<file path="src/hw/rtl/psb_pkg.sv">
// shared types and constants of the percentile segment boundary unit
`timescale 1ns / 1ps
`default_nettype none

package psb_pkg;

	localparam int SCORE_W = 17;
	localparam int POS_W   = 32;
	localparam int RANK_W  = 7;
	localparam int SEGS_W  = 8;
	localparam int SAMP_W  = 16;
	localparam int CFG_W   = 17;
	localparam int CFG_IDX_W = 2;

	// register indexes on the configuration port
	localparam logic [CFG_IDX_W-1:0] REG_PERCENTILE_RANK     = 2'd0;
	localparam logic [CFG_IDX_W-1:0] REG_MIN_SCORE           = 2'd1;
	localparam logic [CFG_IDX_W-1:0] REG_MIN_SEGMENT_SAMPLES = 2'd2;
	localparam logic [CFG_IDX_W-1:0] REG_MAX_SEGMENTS        = 2'd3;

	// register reset values
	localparam logic [RANK_W-1:0]  RST_PERCENTILE_RANK     = 7'd85;
	localparam logic [SCORE_W-1:0] RST_MIN_SCORE           = 17'd6553;
	localparam logic [SAMP_W-1:0]  RST_MIN_SEGMENT_SAMPLES = 16'd941;
	localparam logic [SEGS_W-1:0]  RST_MAX_SEGMENTS        = 8'd200;

	// floor(x / 100) as (x * 5243) >> 19, exact for x below 12800
	localparam int               RECIP_W    = 13;
	localparam logic [RECIP_W-1:0] RANK_RECIP = 13'd5243;
	localparam int               RANK_SHIFT = 19;

	typedef struct packed {
		logic [SCORE_W-1:0] frame_score;
		logic [POS_W-1:0]   sample_position;
	} psb_item_t;

	typedef struct packed {
		logic               boundary;
		logic               segment_closed;
		logic [POS_W-1:0]   seg_start;
		logic [POS_W-1:0]   seg_end;
		logic [SEGS_W-1:0]  segment_index;
		logic [SCORE_W-1:0] threshold;
	} psb_result_t;

	// control broadcast to every cell of the chain
	typedef struct packed {
		logic shift;
		logic load;
		logic rotate;
		logic collect;
	} psb_cell_ctrl_t;

	typedef enum logic [2:0] {
		ST_IDLE,
		ST_LOAD,
		ST_ROTATE,
		ST_COLLECT,
		ST_DECIDE
	} psb_state_t;

endpackage

`default_nettype wire

</file>
<file path="src/hw/rtl/psb_cell.sv">
// one history cell: stored score, rotating copy, rank counters and result tap
`timescale 1ns / 1ps
`default_nettype none

module psb_cell #(
	parameter int CW = 7
) (
	input  wire                              clk,
	input  psb_pkg::psb_cell_ctrl_t          ctrl,
	input  wire                              valid,
	input  wire [CW-1:0]                     k,
	input  wire [psb_pkg::SCORE_W-1:0]       hist_in,
	output logic [psb_pkg::SCORE_W-1:0]      hist_out,
	input  wire [psb_pkg::SCORE_W-1:0]       trav_in,
	input  wire                              trav_v_in,
	output logic [psb_pkg::SCORE_W-1:0]      trav_out,
	output logic                             trav_v_out,
	input  wire [psb_pkg::SCORE_W-1:0]       res_in,
	output logic [psb_pkg::SCORE_W-1:0]      res_out
);

	logic [psb_pkg::SCORE_W-1:0] hist_q;
	logic [psb_pkg::SCORE_W-1:0] trav_q;
	logic                        trav_v_q;
	logic [CW-1:0]               below_q;
	logic [CW-1:0]               upto_q;
	logic [psb_pkg::SCORE_W-1:0] res_q;
	logic                        match;

	// this cell holds the k-th smallest value
	assign match = valid && (below_q <= k) && (k < upto_q);

	always_ff @(posedge clk) begin
		if (ctrl.shift) begin
			hist_q <= hist_in;
		end
		if (ctrl.load) begin
			trav_q   <= hist_q;
			trav_v_q <= valid;
			below_q  <= '0;
			upto_q   <= '0;
		end else if (ctrl.rotate) begin
			trav_q   <= trav_in;
			trav_v_q <= trav_v_in;
			if (trav_v_q && (trav_q < hist_q)) begin
				below_q <= below_q + CW'(1);
			end
			if (trav_v_q && (trav_q <= hist_q)) begin
				upto_q <= upto_q + CW'(1);
			end
		end
		if (ctrl.collect) begin
			res_q <= match ? hist_q : res_in;
		end
	end

	assign hist_out   = hist_q;
	assign trav_out   = trav_q;
	assign trav_v_out = trav_v_q;
	assign res_out    = res_q;

endmodule

`default_nettype wire

</file>
<file path="config.mk">
export PLATFORM = sky130hd
export DESIGN_NAME = psb_cell
export DESIGN_NICKNAME = d
export VERILOG_FILES = /design/src/hw/rtl/psb_pkg.sv /design/src/hw/rtl/psb_cell.sv
export SDC_FILE = /design/constraint.sdc
export NUM_CORES = 1
export LEC_CHECK = 0
export ABC_AREA = 0
export BUFFER_PORTS_ARGS = -buffer_cell sky130_fd_sc_hd__clkbuf_2
export CAP_MARGIN = 15
export CORE_MARGIN = 5
export CORE_UTILIZATION = 55
export CTS_CLUSTER_DIAMETER = 120
export DETAILED_ROUTE_END_ITERATION = 12
export PLACE_DENSITY = 0.86
export RECOVER_POWER = 100
export SLEW_MARGIN = 20
export SYNTH_ARGS = -nofsm -noshare
export SYNTH_HDL_FRONTEND = slang
export SYNTH_SLANG_ARGS = --single-unit
export TNS_END_PERCENT = 20
</file>
<file path="constraint.sdc">
create_clock -name clk -period 6.3 [get_ports clk]
set_input_delay 0.63 -clock clk [delete_from_list [all_inputs] [get_ports clk]]
set_output_delay 0.63 -clock clk [all_outputs]
set_load 0.1 [all_outputs]
</file>
==> reports/metrics.cfg <==
[sta]
tightest_slew_ps=1970
fin_skew_ps=8.44
fmax_mhz=291
post-route-period-util_pct=54.6
grt_setup_unrepaired=false
setup_viol=0
relSlewSlack_pct=-31.6
tns_ps=0
min_period_ps=3440
slew_violations=61
fin_ws_ps=2860
hold_violations=0

[placement]
place_area_sq_um=4150
placedCellCount=470
pre_cts_slack_ps=3180
place_hpwl_mm=6.10
portBuffers=116
place_congestion=0.810

[synthesis]
async_flop_share_pct=0
synth_seq_area_share_pct=52.5
synth_area_per_cell_sq_um=12.3
synth_fp_nets=381
synth_edf_count=52
ys.flop_type=edfxtp_1
yosysWarnings=0
yosysUniqueCellTypes=51
netlist_instances=284
syn_area_sq_um=3510
ys_ff_latch=66

[cells_and_area]
drive_above_1_share_pct=26.9
final_core_util_pct=67.9
area_delta_synth_final_pct=21.7
stdcell_count=486
final_area_sq_um=4270
n_antenna_cell=0
final_nets=501

[floorplan]
die_w_um=89.8
dieArea_sq_um=8070
io_pins=117
core-area_sq_um=6280
start_util_pct=55.9
die_h_um=89.8
core.rowCount=29

[clocking]
holdBufCountCts=0
cts-root-buf=clkbuf_8
tritoncts=built
ctsHtreeMaxLevel=3
cts_inserted_buffers=9
clock-sinks=66
cts_setup_buffers=0
clk_pin_slew_ps=70
clk_latency_ps=340
cts_resized=0
cts_buffer_depth=2

[power_and_ir_drop]
p_comb_share_pct=29.7
p_per_area_nw_per_um2=303
seqPwrFrac_pct=41.5
power_frac_clock_pct=28.8
internal_power_mw=0.811
swShare_pct=37.3
p_switching_mw=0.483
p_leak_nw=1.76
max-vdd-ir-drop_mv=0.277

[setup_path]
crit_path_end=res_out[8]$_DFFE_PP_
crit_arrival_ps=3520
critPathLaunch=below_q[0]$_SDFFE_PP0P_
rr_endpoint=res_out[8]$_DFFE_PP_
path_class=register to register
worst_setup_path_end_kind=register
cp-start-kind=register
worstPathRequired_ps=6380
rrSetupSlack_ps=2860
r2r-start=below_q[0]$_SDFFE_PP0P_
worst_r2r_path_depth=8
worst-path-max-fanout=17

[global_routing]
antenna_found_initial=0
grtUsageTotal_pct=20.0
grt-ovfl-total=0
grt_pass1_vias=2748
grt_max_degree=43
grt_first_pass_wirelength_mm=13.2

[route]
ant_nets=0
wirelength_mm=8.07
first_iter_violations=131
remaining_drc_errors=0
num_vias=2702
routed_via_density=5.56
drt_pass1_iterations=4
wl_per_cell_um=16.6

[job]
max_cap_viol_count=2

[status]
status=finished with violations
violations=capacitance limit, slew limit

[worst_hold_path]
min_path_type=input pin to register

## worst max-delay path, stage by stage (launching register included)
cell	delay, ps
dfxtp_1	420
inv_1	70
ha_1	270
nand4_1	100
o311a_1	290
a21oi_1	110
a31oi_1	50
a21oi_1	1410
mux2_2	450
## Yosys cell counts (6+ instances only)
master / count / area share [%]
dfxtp_1: 14 / 8.0
mux2_2: 35 / 11
nor3_1: 7 / 1.0
a21oi_1: 15 / 2.1
ha_1: 32 / 11
edfxtp_1: 52 / 45
o21ai_0: 8 / 1.1
inv_1: 32 / 3.4
nor2_1: 7 / 0.75
or3_1: 6 / 1.1
nand2_1: 12 / 1.3
nand4_1: 6 / 1.1
nand3_1: 6 / 0.86
## per-stage QoR
| step | hold slack [ps] | total power [mW] |
|---|---|---|
| floorplan | 462 | 0.863 |
| global placement | 479 | 0.934 |
| detailed placement | 489 | 0.943 |
| CTS | 450 | 1.31 |
| global route | 443 | 1.35 |
| finish | 462 | 1.29 |
## how the worst min path moves through the flow
stage,slack (ps),startpoint,cells past startpoint,to
final,460,hist_in[12],1,hist_out[12]$_DFFE_PP_
after global routing,440,hist_in[12],1,hist_out[12]$_DFFE_PP_
after CTS,450,hist_in[13],1,hist_out[13]$_DFFE_PP_
after detailed placement,490,below_q[6]$_SDFFE_PP0P_,2,below_q[6]$_SDFFE_PP0P_
after global placement,480,below_q[6]$_SDFFE_PP0P_,2,below_q[6]$_SDFFE_PP0P_
after floorplan,460,below_q[6]$_SDFFE_PP0P_,2,below_q[6]$_SDFFE_PP0P_
## cell usage in the layout, fill, tap and decap left out, types with 3 or more instances in the layout
cell,netlist,routed
ha_1,32,32
o21ai_0,8,8
dfxtp_1,14,14
clkbuf_8,0,9
nand2b_1,3,3
nand4_1,6,6
clkbuf_2,0,61
nand2_1,12,12
a21oi_1,15,16
or3_1,6,6
mux2_2,35,33
inv_1,32,32
clkinv_1,0,3
nand3_1,6,6
nor3_1,7,7
a21o_1,3,3
clkbuf_1,4,55
edfxtp_1,52,52
mux2i_1,4,4
nor2_1,7,7
## power by group through the flow
stage          combinational, mW  clock (mW)  sequential, mW
2_1_floorplan             0.0968           0           0.767
3_3_place_gp               0.390           0           0.544
3_5_place_dp               0.397           0           0.546
4_1_cts                    0.399       0.379           0.537
5_1_grt                    0.406       0.399           0.541
6_report                   0.385       0.373           0.537
## kinds of logic after synthesis
logic type	synth area share [%]
simple gates	9.78
compound gates	9.39
fa+ha+maj	11.4
xor+xnor	0.250
mux	12.4
buf+inv	4.25
flops	52.5
## layer usage
layer / wire (um) / GRT usage [%] / up-vias
li1: - / - / 1305
met1: 3100 / 23.0 / 1268
met2: 4120 / 34.3 / 108
met3: 632 / 7.18 / 21
met4: 216 / 7.18 / 0
met5: 0 / 0 / -
## cell type report
class	count	area (sq um)
Sequential cell	66	1840
Clock buffer	9	124
Fill cell	503	2010
Timing Repair Buffer	116	512
Tap cell	77	96.3
Multi-Input combinational cell	179	1490
Clock inverter	7	83.8
Inverter	32	120
## registers in the layout, summed over array words and instances, names as in the netlist
| signal | cells |
|---|---|
| below_q | 7 |
| hist_out | 17 |
| res_out | 17 |
| trav_out | 17 |
| trav_v_out | 1 |
| upto_q | 7 |
No activity file was read; power rests on OpenSTA's default activity.
